`src/design/hjs_pkg.sv`:
```
// ----------------------------------------------------------------------------
// hjs_pkg: shared types and tables for the Hangul jamo stream core
// Payload structs, queue entry layout and compatibility jamo lookups.
// ----------------------------------------------------------------------------
package hjs_pkg;

  typedef struct packed {
    logic [7:0] in_byte;
    logic       end_of_string;
  } in_t;

  typedef struct packed {
    logic [7:0] out_byte;
    logic       last_of_run;
  } out_t;

  typedef enum logic [1:0] {
    K_NONE  = 2'd0,   // nothing to send, only carries end of string
    K_ASCII = 2'd1,
    K_SYL   = 2'd2
  } kind_t;

  typedef struct packed {
    kind_t      kind;
    logic [7:0] data;   // ASCII byte, or final index for a syllable
    logic [8:0] quo;    // syllable offset / 28
    logic       eos;
  } job_t;

  localparam logic [20:0] SYL_BASE     = 21'h00AC00;
  localparam logic [20:0] SYL_LAST     = 21'h00D7A3;
  localparam logic [15:0] MEDIAL_BASE  = 16'h314F;
  localparam int          QDEPTH       = 4;
  localparam int          QAW          = $clog2(QDEPTH);

  function automatic logic [15:0] initial_cp(input logic [4:0] idx);
    logic [15:0] r;
    case (idx)
      5'd0:  r = 16'h3131;
      5'd1:  r = 16'h3132;
      5'd2:  r = 16'h3134;
      5'd3:  r = 16'h3137;
      5'd4:  r = 16'h3138;
      5'd5:  r = 16'h3139;
      5'd6:  r = 16'h3141;
      5'd7:  r = 16'h3142;
      5'd8:  r = 16'h3143;
      5'd9:  r = 16'h3145;
      5'd10: r = 16'h3146;
      5'd11: r = 16'h3147;
      5'd12: r = 16'h3148;
      5'd13: r = 16'h3149;
      5'd14: r = 16'h314A;
      5'd15: r = 16'h314B;
      5'd16: r = 16'h314C;
      5'd17: r = 16'h314D;
      5'd18: r = 16'h314E;
      default: r = 16'h3131;
    endcase
    return r;
  endfunction

  function automatic logic [15:0] final_cp(input logic [4:0] idx);
    logic [15:0] r;
    case (idx)
      5'd1:  r = 16'h3131;
      5'd2:  r = 16'h3132;
      5'd3:  r = 16'h3133;
      5'd4:  r = 16'h3134;
      5'd5:  r = 16'h3135;
      5'd6:  r = 16'h3136;
      5'd7:  r = 16'h3137;
      5'd8:  r = 16'h3139;
      5'd9:  r = 16'h313A;
      5'd10: r = 16'h313B;
      5'd11: r = 16'h313C;
      5'd12: r = 16'h313D;
      5'd13: r = 16'h313E;
      5'd14: r = 16'h313F;
      5'd15: r = 16'h3140;
      5'd16: r = 16'h3141;
      5'd17: r = 16'h3142;
      5'd18: r = 16'h3144;
      5'd19: r = 16'h3145;
      5'd20: r = 16'h3146;
      5'd21: r = 16'h3147;
      5'd22: r = 16'h3148;
      5'd23: r = 16'h314A;
      5'd24: r = 16'h314B;
      5'd25: r = 16'h314C;
      5'd26: r = 16'h314D;
      5'd27: r = 16'h314E;
      default: r = 16'h0000;
    endcase
    return r;
  endfunction

endpackage

```
`src/design/hjs_front.sv`:
```
// ----------------------------------------------------------------------------
// hjs_front: UTF-8 decoder and classifier
// Gathers code points by lead-byte class, splits syllable offsets by 28.
// ----------------------------------------------------------------------------
module hjs_front (
  input  logic          clk,
  input  logic          rst_n,
  input  logic          acc_en,
  input  hjs_pkg::in_t  in_data,
  output logic          job_push,
  output hjs_pkg::job_t job
);

  logic [1:0]  pend_r, pend_nxt;
  logic [20:0] acc_r, acc_nxt;
  logic        done;
  logic [20:0] cp;
  logic [7:0]  b;
  logic [13:0] off;
  logic [23:0] prod;
  logic [8:0]  quo;
  logic [13:0] rem;

  always_comb begin
    b        = in_data.in_byte;
    pend_nxt = pend_r;
    acc_nxt  = acc_r;
    done     = 1'b0;
    cp       = 21'd0;
    if (pend_r != 2'd0) begin
      acc_nxt  = {acc_r[14:0], b[5:0]};
      pend_nxt = pend_r - 2'd1;
      done     = (pend_r == 2'd1);
      cp       = acc_nxt;
    end else if (b[7] == 1'b0) begin
      done = 1'b1;
      cp   = {13'd0, b};
    end else if (b[7:5] == 3'b110) begin
      acc_nxt  = {16'd0, b[4:0]};
      pend_nxt = 2'd1;
    end else if (b[7:4] == 4'b1110) begin
      acc_nxt  = {17'd0, b[3:0]};
      pend_nxt = 2'd2;
    end else if (b[7:3] == 5'b11110) begin
      acc_nxt  = {18'd0, b[2:0]};
      pend_nxt = 2'd3;
    end
    if (in_data.end_of_string) begin
      pend_nxt = 2'd0;
      acc_nxt  = 21'd0;
    end
  end

  // offset / 28 as (offset >> 2) / 7, reciprocal 2341 / 2^14 exact here
  always_comb begin
    off  = 14'(cp - hjs_pkg::SYL_BASE);
    prod = 24'(off[13:2]) * 24'd2341;
    quo  = prod[22:14];
    rem  = off - 14'(quo) * 14'd28;
  end

  always_comb begin
    job.kind = hjs_pkg::K_NONE;
    job.data = 8'd0;
    job.quo  = quo;
    job.eos  = in_data.end_of_string;
    if (done && cp < 21'h80) begin
      job.kind = hjs_pkg::K_ASCII;
      job.data = cp[7:0];
    end else if (done && cp >= hjs_pkg::SYL_BASE && cp <= hjs_pkg::SYL_LAST) begin
      job.kind = hjs_pkg::K_SYL;
      job.data = {3'd0, rem[4:0]};
    end
    job_push = acc_en && (job.kind != hjs_pkg::K_NONE || in_data.end_of_string);
  end

  always_ff @(posedge clk) begin
    if (!rst_n) begin
      pend_r <= 2'd0;
      acc_r  <= 21'd0;
    end else if (acc_en) begin
      pend_r <= pend_nxt;
      acc_r  <= acc_nxt;
    end
  end

endmodule

```
`src/design/hjs_queue.sv`:
```
// ----------------------------------------------------------------------------
// hjs_queue: short job queue between decoder and expander
// Flop array with head and tail pointers.
// ----------------------------------------------------------------------------
module hjs_queue (
  input  logic          clk,
  input  logic          rst_n,
  input  logic          wr_en,
  input  hjs_pkg::job_t wr_job,
  input  logic          rd_en,
  output hjs_pkg::job_t rd_job,
  output logic          q_full,
  output logic          q_empty
);

  hjs_pkg::job_t             mem_r [hjs_pkg::QDEPTH];
  logic [hjs_pkg::QAW-1:0]   wp_r, rp_r;
  logic [hjs_pkg::QAW:0]     cnt_r, cnt_nxt;

  assign q_full  = (cnt_r == (hjs_pkg::QAW+1)'(hjs_pkg::QDEPTH));
  assign q_empty = (cnt_r == '0);
  assign rd_job  = mem_r[rp_r];

  always_comb begin
    cnt_nxt = cnt_r;
    if (wr_en && !rd_en) cnt_nxt = cnt_r + 1'b1;
    if (!wr_en && rd_en) cnt_nxt = cnt_r - 1'b1;
  end

  always_ff @(posedge clk) begin
    if (wr_en) begin
      mem_r[wp_r] <= wr_job;
    end
  end

  always_ff @(posedge clk) begin
    if (!rst_n) begin
      wp_r  <= '0;
      rp_r  <= '0;
      cnt_r <= '0;
    end else begin
      if (wr_en) wp_r <= wp_r + 1'b1;
      if (rd_en) rp_r <= rp_r + 1'b1;
      cnt_r <= cnt_nxt;
    end
  end

endmodule

```
`src/design/hjs_back.sv`:
```
// ----------------------------------------------------------------------------
// hjs_back: jamo expander, byte limiter and output register
// Turns one job into 0..9 output bytes, one per cycle while the output slot is free.
// ----------------------------------------------------------------------------
module hjs_back (
  input  logic          clk,
  input  logic          rst_n,
  input  logic [15:0]   limit,
  input  hjs_pkg::job_t head,
  input  logic          q_empty,
  output logic          q_pop,
  input  logic          pop,
  output logic          empty,
  output hjs_pkg::out_t out_data
);

  logic          act_r, act_nxt;
  hjs_pkg::kind_t kind_r;
  logic          eos_r;
  logic [7:0]    asc_r;
  logic [15:0]   cps_r [3];
  logic [1:0]    nj_r, jsel_r, jsel_nxt, bsel_r, bsel_nxt;
  logic [15:0]   count_r, count_nxt;
  logic          ovld_r, ovld_nxt;
  hjs_pkg::out_t out_r;

  logic          slot_free, cut, emit, fin, load, last_byte;
  logic [15:0]   cur_cp;
  logic [7:0]    byte_val;
  logic [17:0]   iprod;
  logic [4:0]    ini, med, fidx;
  logic [8:0]    msub;

  assign slot_free = !ovld_r || pop;
  assign cut       = (count_r >= limit);
  assign cur_cp    = cps_r[jsel_r];
  assign empty     = !ovld_r;
  assign out_data  = out_r;

  always_comb begin
    last_byte = (kind_r == hjs_pkg::K_ASCII) ||
                (bsel_r == 2'd2 && jsel_r == nj_r - 2'd1);
    case (bsel_r)
      2'd0:    byte_val = {4'hE, cur_cp[15:12]};
      2'd1:    byte_val = {2'b10, cur_cp[11:6]};
      default: byte_val = {2'b10, cur_cp[5:0]};
    endcase
    if (kind_r == hjs_pkg::K_ASCII) byte_val = asc_r;
  end

  always_comb begin
    emit = 1'b0;
    fin  = 1'b0;
    if (act_r) begin
      if (kind_r == hjs_pkg::K_NONE || cut) begin
        fin = 1'b1;
      end else if (slot_free) begin
        emit = 1'b1;
        fin  = last_byte || (count_r + 16'd1 == limit);
      end
    end
    load    = !q_empty && (!act_r || fin);
    q_pop   = load;
    act_nxt = load ? 1'b1 : (fin ? 1'b0 : act_r);

    count_nxt = emit ? count_r + 16'd1 : count_r;
    if (fin && eos_r) count_nxt = 16'd0;

    jsel_nxt = jsel_r;
    bsel_nxt = bsel_r;
    if (emit) begin
      if (bsel_r == 2'd2) begin
        bsel_nxt = 2'd0;
        jsel_nxt = jsel_r + 2'd1;
      end else begin
        bsel_nxt = bsel_r + 2'd1;
      end
    end
    if (load) begin
      jsel_nxt = 2'd0;
      bsel_nxt = 2'd0;
    end

    ovld_nxt = emit ? 1'b1 : (pop ? 1'b0 : ovld_r);
  end

  // quotient / 21 by reciprocal 391 / 2^13, exact for quotients below 431
  always_comb begin
    iprod = 18'(head.quo) * 18'd391;
    ini   = iprod[17:13];
    msub  = head.quo - 9'(ini) * 9'd21;
    med   = msub[4:0];
    fidx  = head.data[4:0];
  end

  always_ff @(posedge clk) begin
    if (load) begin
      kind_r   <= head.kind;
      eos_r    <= head.eos;
      asc_r    <= head.data;
      cps_r[0] <= hjs_pkg::initial_cp(ini);
      cps_r[1] <= hjs_pkg::MEDIAL_BASE + 16'(med);
      cps_r[2] <= hjs_pkg::final_cp(fidx);
      nj_r     <= (fidx != 5'd0) ? 2'd3 : 2'd2;
    end
    if (emit) begin
      out_r.out_byte    <= byte_val;
      out_r.last_of_run <= fin;
    end
  end

  always_ff @(posedge clk) begin
    if (!rst_n) begin
      act_r   <= 1'b0;
      count_r <= 16'd0;
      jsel_r  <= 2'd0;
      bsel_r  <= 2'd0;
      ovld_r  <= 1'b0;
    end else begin
      act_r   <= act_nxt;
      count_r <= count_nxt;
      jsel_r  <= jsel_nxt;
      bsel_r  <= bsel_nxt;
      ovld_r  <= ovld_nxt;
    end
  end

endmodule

```
`src/design/utf8_hangul_to_jamo_stream_core.sv`:
```
// ----------------------------------------------------------------------------
// utf8_hangul_to_jamo_stream_core: UTF-8 Hangul syllable to jamo stream
// Decodes UTF-8 bytes, splits syllables into compatibility jamo bytes.
// ----------------------------------------------------------------------------
// Usage:
//   Input side is a queue write: a request {in_byte, end_of_string} is taken
//   on a clock edge with push high and full low. Output side is a queue
//   read: while empty is low the oldest output byte sits on out_data and is
//   taken on an edge with pop high. last_of_run marks the final byte that
//   one input byte produced.
//   cfg_data (out_byte_limit) is written when cfg_valid and cfg_ready; ready
//   is always high. Write it only while the core is idle.
// Path: an accepted input is written into the job queue, then loaded into
//   the expander registers; its bytes leave through the output register.
// Throughput: the expander sends one byte per cycle while the output
//   register is free (pop high or empty); an ASCII byte gives one byte,
//   a syllable 6 or 9 (two or three 3-byte jamo). A 4-entry job queue
//   lets the decoder keep taking input bytes while the expander sends.
// Stall: when pop is held low the output register holds, the expander
//   stops, the queue fills and full rises.
// Reset: synchronous rst_n clears decoder state, queue, byte counter and
//   output; the limit returns to 511.
// ----------------------------------------------------------------------------
module utf8_hangul_to_jamo_stream_core (
  input  logic          clk,
  input  logic          rst_n,
  // input channel
  input  logic          push,
  output logic          full,
  input  hjs_pkg::in_t  in_data,
  // result channel
  input  logic          pop,
  output logic          empty,
  output hjs_pkg::out_t out_data,
  // configuration
  input  logic          cfg_valid,
  output logic          cfg_ready,
  input  logic [15:0]   cfg_data
);

  logic [15:0]   limit_r;
  logic          acc_en;
  logic          job_push;
  hjs_pkg::job_t job_in, job_head;
  logic          q_pop, q_full, q_empty;

  assign cfg_ready = 1'b1;
  assign full      = q_full;
  assign acc_en    = push && !q_full;

  // per-string output byte limit
  always_ff @(posedge clk) begin
    if (!rst_n) begin
      limit_r <= 16'd511;
    end else if (cfg_valid && cfg_ready) begin
      limit_r <= cfg_data;
    end
  end

  // front: lead-byte decode, classify, offset / 28
  hjs_front u_front (
    .clk      (clk),
    .rst_n    (rst_n),
    .acc_en   (acc_en),
    .in_data  (in_data),
    .job_push (job_push),
    .job      (job_in)
  );

  // decoupling queue; only jobs that send bytes or end a string enter
  hjs_queue u_queue (
    .clk     (clk),
    .rst_n   (rst_n),
    .wr_en   (job_push),
    .wr_job  (job_in),
    .rd_en   (q_pop),
    .rd_job  (job_head),
    .q_full  (q_full),
    .q_empty (q_empty)
  );

  // back: jamo lookup, byte serializer, limit, output register
  hjs_back u_back (
    .clk      (clk),
    .rst_n    (rst_n),
    .limit    (limit_r),
    .head     (job_head),
    .q_empty  (q_empty),
    .q_pop    (q_pop),
    .pop      (pop),
    .empty    (empty),
    .out_data (out_data)
  );

endmodule

```
`config.mk`:
```
export PLATFORM = sky130hd
export DESIGN_NAME = utf8_hangul_to_jamo_stream_core
export DESIGN_NICKNAME = d
export VERILOG_FILES = /design/src/design/hjs_pkg.sv /design/src/design/hjs_front.sv /design/src/design/hjs_queue.sv /design/src/design/hjs_back.sv /design/src/design/utf8_hangul_to_jamo_stream_core.sv
export SDC_FILE = /design/constraint.sdc
export NUM_CORES = 1
export LEC_CHECK = 0
export ABC_AREA = 1
export CORE_MARGIN = 2
export CORE_UTILIZATION = 45
export DETAILED_ROUTE_END_ITERATION = 8
export DONT_BUFFER_PORTS = 1
export SLEW_MARGIN = 20
export SYNTH_ARGS = -nofsm -noshare
export SYNTH_HDL_FRONTEND = slang
export SYNTH_SLANG_ARGS = --single-unit
```
`constraint.sdc`:
```
create_clock -name clk -period 6.25 [get_ports clk]
set_input_delay 1.5625 -clock clk [delete_from_list [all_inputs] [get_ports clk]]
set_output_delay 1.5625 -clock clk [all_outputs]
set_load 0.1 [all_outputs]
```
* Word-level counts from Yosys, hierarchy flattened
Memories as Yosys holds them, arrays and structs flattened. A register that Yosys moved wholly into a read port is not among the register bits.
Cells that the tools add are included.
** Word-level totals
- Register bits :: 84
- Bits in writable memories :: 128
- Memory bits (read-only) :: 544
- Output and inout port bits :: 12
- Word-level logic and storage cells :: 134
- Memories kept :: 4
** Operators by class
- Add/sub/neg operators :: 13
- Multiply operators :: 4
- Magnitude comparators :: 4
- Equality and inequality tests :: 10
- Multiplexer cells :: 44
- Bitwise operators :: 1
- Reduce and logical (&&, ||, !) cells :: 37
** Memories
- (name not given) :: words 32, width 10, rd ports 1, clocked after Yosys merged registers in 0, write ports 0, line hjs_pkg.sv:65 : case (idx)
- (name not given) :: words 32, width 7, rd ports 1, clocked after Yosys merged registers in 0, write ports 0, line hjs_pkg.sv:38 : case (idx)
- u_queue.mem_r :: words 4, width 20, rd ports 1, clocked after Yosys merged registers in 1, write ports 1, line hjs_queue.sv:16 : hjs_pkg::job_t mem_r [hjs_pkg::QDEPTH];
- u_back.cps_r :: words 3, width 16, rd ports 1, clocked after Yosys merged registers in 1, write ports 3, line hjs_back.sv:21 : logic [15:0] cps_r [3];
** Operator list (count)
- $mux 15 :: 6
- $mux 16 :: 2
- $mul 12x12->23 const B :: 1
- $mux 2 :: 11
- $ge 21x16->1 const B :: 1
- $le 21x16->1 const B :: 1
- $lt 21x8->1 const B :: 1
- $mux 21 :: 1
- $mux 10 :: 2
- $mul 9x9->18 const B :: 1
- $mux 1 :: 17
- $add 16x1->16 const B :: 1
- $eq 16x16->1 :: 1
- $ge 16x16->1 :: 1
- $add 14x5->15 const A :: 1
- $pmux 7 s2 :: 1
- $sub 14x14->14 const B :: 1
- $logic_and 1x1->1 :: 10
- $reduce_bool 2->1 :: 5
- $reduce_bool 5->1 :: 2
- $sub 5x5->5 :: 2
- $mul 9x3->3 const B :: 1
- $add 2x1->2 const B :: 4
- $mux 8 :: 1
- other kinds (21) :: 38

* Depth between registers and ports, before layout
- Word-level depth :: 14
- Mapped depth :: 33
- Depth with buffers taken out :: 31

* Cells and area by module
From an unflattened synthesis, not the netlist that was laid out.
** Unflattened totals
- Cell total of the unflattened synthesis :: 1533
- Area total of the unflattened synthesis :: 13105.1 µm²
** By module, submodules not included
- hjs_back :: instances 1, cells each 728, area an instance 5731.7 µm²
- hjs_queue :: instances 1, cells each 251, area an instance 3380.7 µm²
- hjs_front :: instances 1, cells each 466, area an instance 3315.7 µm²
- utf8_hangul_to_jamo_stream_core :: instances 1, cells each 88, area an instance 676.9 µm²

* Worst setup path after synthesis
OpenSTA, ideal clock, no wires.
- Path type :: reg-to-reg
- Start :: reg with a tool-made name
- End :: mem u_back.cps_r[1][4] (data pin)
- Setup time :: 0.262 ns
- Arrival :: 6.561 ns
- Path slack :: -0.573 ns
- Cell stages (with the launch flop) :: 30
- Path buffers :: 3
- Period minus slack after synthesis :: 6.823 ns
- Path through :: dfxtp_1 -> inv_1 -> clkbuf_1 -> buf_1 -> clkbuf_1 -> o21ai_0 -> o22ai_1 -> ha_1 -> a21o_1 -> ha_1 -> ha_1 -> fa_1 -> ha_1 -> a21oi_1 -> o21ai_0 -> nand2_1 -> nand3_1 -> a21oi_1 -> xor2_1 -> inv_1 -> ha_1 -> ha_1 -> inv_1 -> ha_1 -> nand2_1 -> o21ai_0 -> xor2_1 -> xor2_1 -> xor2_1 -> xor2_1
** RTL lines (line)
- to (decl) :: hjs_back.sv:21

==> results.toml <==
[global_route]
antenna_found_initial = 0
grt_pass1_wl_mm = 46.74
grt_overflow = 0
grt_pass1_vias = 9612
grt_use_total_pct = 19.14
grt_max_degree = 35

[yosys]
yosysTopAreaCellShare_pct = 28.02
ys_ff_latch = 186
synthTopCellsByArea = "edfxtp_1 (28%), ha_1 (17%), dfxtp_1 (10%)"
yosysWarningCount = 0
synthTopCellsByCount = "nand2_1 (294), inv_1 (230), ha_1 (170), edfxtp_1 (120), nor2_1 (103)"
synth_edf_count = 120
async_reset_ff_share_pct = 0
synth_cell_types = 46
synth_area_sq_um = 12860
yosysMostFrequentCell = "nand2_1"
yosys.area.top_type = "edfxtp_1"
syn_inst = 1495
ys.flop_type = "edfxtp_1"
synth.avg_cell_area_sq_um = 8.604
ys_seq_area_share_pct = 38.29

[final_layout]
n_fill_cell = 2588
final_area_sq_um = 14550
areaGrowthSynthToFinish_pct = 13.15
postLayoutCoreUtil_pct = 52.10
drive_gt1_share_pct = 10.17
layout.nets = 1773
n_antenna_cell = 0
fin_cells = 1931

[timing]
finClkSkew_ns = 0.01535
post-route-period-util_pct = 95.29
max_freq_mhz = 167.9
worst_pin_slew_ns = 0.9287
maxSlewViolCount = 0
maxSlewHeadroom_pct = 38.22
min_period_ns = 5.956
timing.final.hold_violations = 0
finalSetupViolCount = 0
fin_ws_ns = 0.2944

[worst_setup_path]
crit_arrival_ns = 6.13
worstPathRequired_ns = 6.43
cp_num_buf_inv = 2
start_kind = "register"
path_common_cell = "ha_1"
crit_fanout = 19
endpoint_kind = "register"
critical_path.slowest_cell = "fa_1"
crit_type = "register to register"
max_stage_delay_ns = 0.48
cpLargestDelayFamily = "adder cells"

[cts]
h-tree-depth = 4
max-clock-path-buffers = 2
cts_root_buf = "clkbuf_16"
clkLatencyLatePin_ns = 0.44
cts.clk_slew.worst_paths_ns = 0.08
cts_sinks = 186
cts_buffers = 17
hold_buffers = 0
cts_tree = "yes"

[detailed_routing]
viasPerCell = 5.104
dr.pass1.iters = 5
drt_iter0_drc = 615
ant_nets = 0
num_vias = 9856
drc = 0
routed_wl_mm = 27.31
wl_per_cell_um = 14.14

[floorplanning]
die_x_um = 173.1
initial_core_util_pct = 46.04
rows = 61
die_h_um = 173.1
fp.dieArea_sq_um = 29950
io_pins = 42
core-area_sq_um = 27930

[hold_path]
hold_path_class = "register to register"

[placement]
portBuffers = 0
dp_hpwl_mm = 20.91
place_area_sq_um = 13790
pre_cts_slack_ns = -0.07814
numPlacedInstances = 1895
gp_congestion = 0.8693

[run_status]
outcome = "finished clean"

[job]
max_cap_violations = 0
-- area by class of cell --
class	count	area, sq um	share of cell area, %
repair buffers	53	462.9	3.181
clock buffers	18	429.2	2.949
multi-input cells	1046	7196	49.44
flip-flops and latches	186	4926	33.85
well taps	378	473.0	3.250
clock inverters	14	181.4	1.247
inverters	236	885.9	6.087
-- worst min-delay path, delay by kind of cell (launching register included) --
| family | cells | cell delay (ns) |
|---|---|---|
| flip-flops | 1 | 0.31 |
| AND/OR/NAND/NOR | 1 | 0.06 |
| AO/OA/AOI/OAI | 1 | 0.05 |
-- metal layers --
metal,vias up,track usage [%],wire [um]
met5,-,0,0
met4,0,4.626,332
met3,27,3.540,886
met2,146,31.82,12640
met1,4579,25.85,13450
li1,5104,-,-
-- cells in the final DEF (no fill, tap or decap), types with 7 or more instances in the layout --
cell | Yosys | final
nand2_1 | 294 | 287
inv_1 | 230 | 225
ha_1 | 170 | 161
edfxtp_1 | 120 | 120
a21oi_1 | 100 | 97
nor2_1 | 103 | 95
o21ai_0 | 84 | 82
nand3_1 | 78 | 76
dfxtp_1 | 66 | 65
buf_4 | 2 | 45
fa_1 | 33 | 32
xor2_1 | 32 | 30
nand4_1 | 18 | 18
clkbuf_16 | 0 | 18
nand2_2 | 9 | 16
nor2_2 | 8 | 13
o22ai_1 | 13 | 12
a211oi_1 | 12 | 12
xnor2_1 | 10 | 9
nor3_1 | 9 | 8
o211ai_1 | 8 | 8
a31oi_1 | 8 | 8
ha_4 | 0 | 8
o21ai_1 | 6 | 7
-- cell families after synthesis --
kind of cell             share of synthesized area [%]
AO/OA/AOI/OAI                                    11.22
XOR/XNOR                                         3.045
adder cells (fa/ha/maj)                          21.67
buffers and inverters                            7.899
flip-flops                                       38.29
other                                          0.05839
AND/OR/NAND/NOR                                  17.82
-- what timing repair did --
item,CTS,global route
setup buffers,0,4
gates resized for setup,0,26
endpoints found under the setup margin,0,6
-- path summary, 6_finish.rpt --
check | slack (ns) | end | startpoint | cells past startpoint
worst max-delay path | 0.29 | u_back.cps_r[1][4]$_DFFE_PP_ | register | 26
worst min register to register | 0.47 | u_front.acc_r[11]$_SDFFE_PN0P_ | u_front.acc_r[11]$_SDFFE_PN0P_ | 2
worst max register to register | 0.29 | u_back.cps_r[1][4]$_DFFE_PP_ | register | 26
worst min-delay path | 0.47 | u_front.acc_r[11]$_SDFFE_PN0P_ | u_front.acc_r[11]$_SDFFE_PN0P_ | 2
-- sequential cells by signal (all words and copies together), names as in the netlist, named ones only --
register and count:
u_front.pend_r 2, u_back.nj_r 1, u_back.kind_r 2, u_back.bsel_r 2, u_back.ovld_r 1, u_back.count_r 16, u_back.eos_r 1, u_front.acc_r 15
u_queue.mem_r 80, u_back.asc_r 8, limit_r 16, u_back.act_r 1, u_back.cps_r 19, u_back.jsel_r 2, u_back.out_data 9, u_queue.cnt_r 3
u_queue.wp_r 2, u_queue.rp_r 2
-- per-stage QoR --
step                 TNS, ns  hold WS [ns]
floorplan           -0.01444        0.4354
global placement           0        0.4526
detailed placement   -0.3125        0.4607
CTS                        0        0.4720
global route        -0.03069        0.4881
finish                     0        0.4694
Power is not shown: default switching activity piles up to over one toggle a cycle in this logic, so the estimate is an artifact.
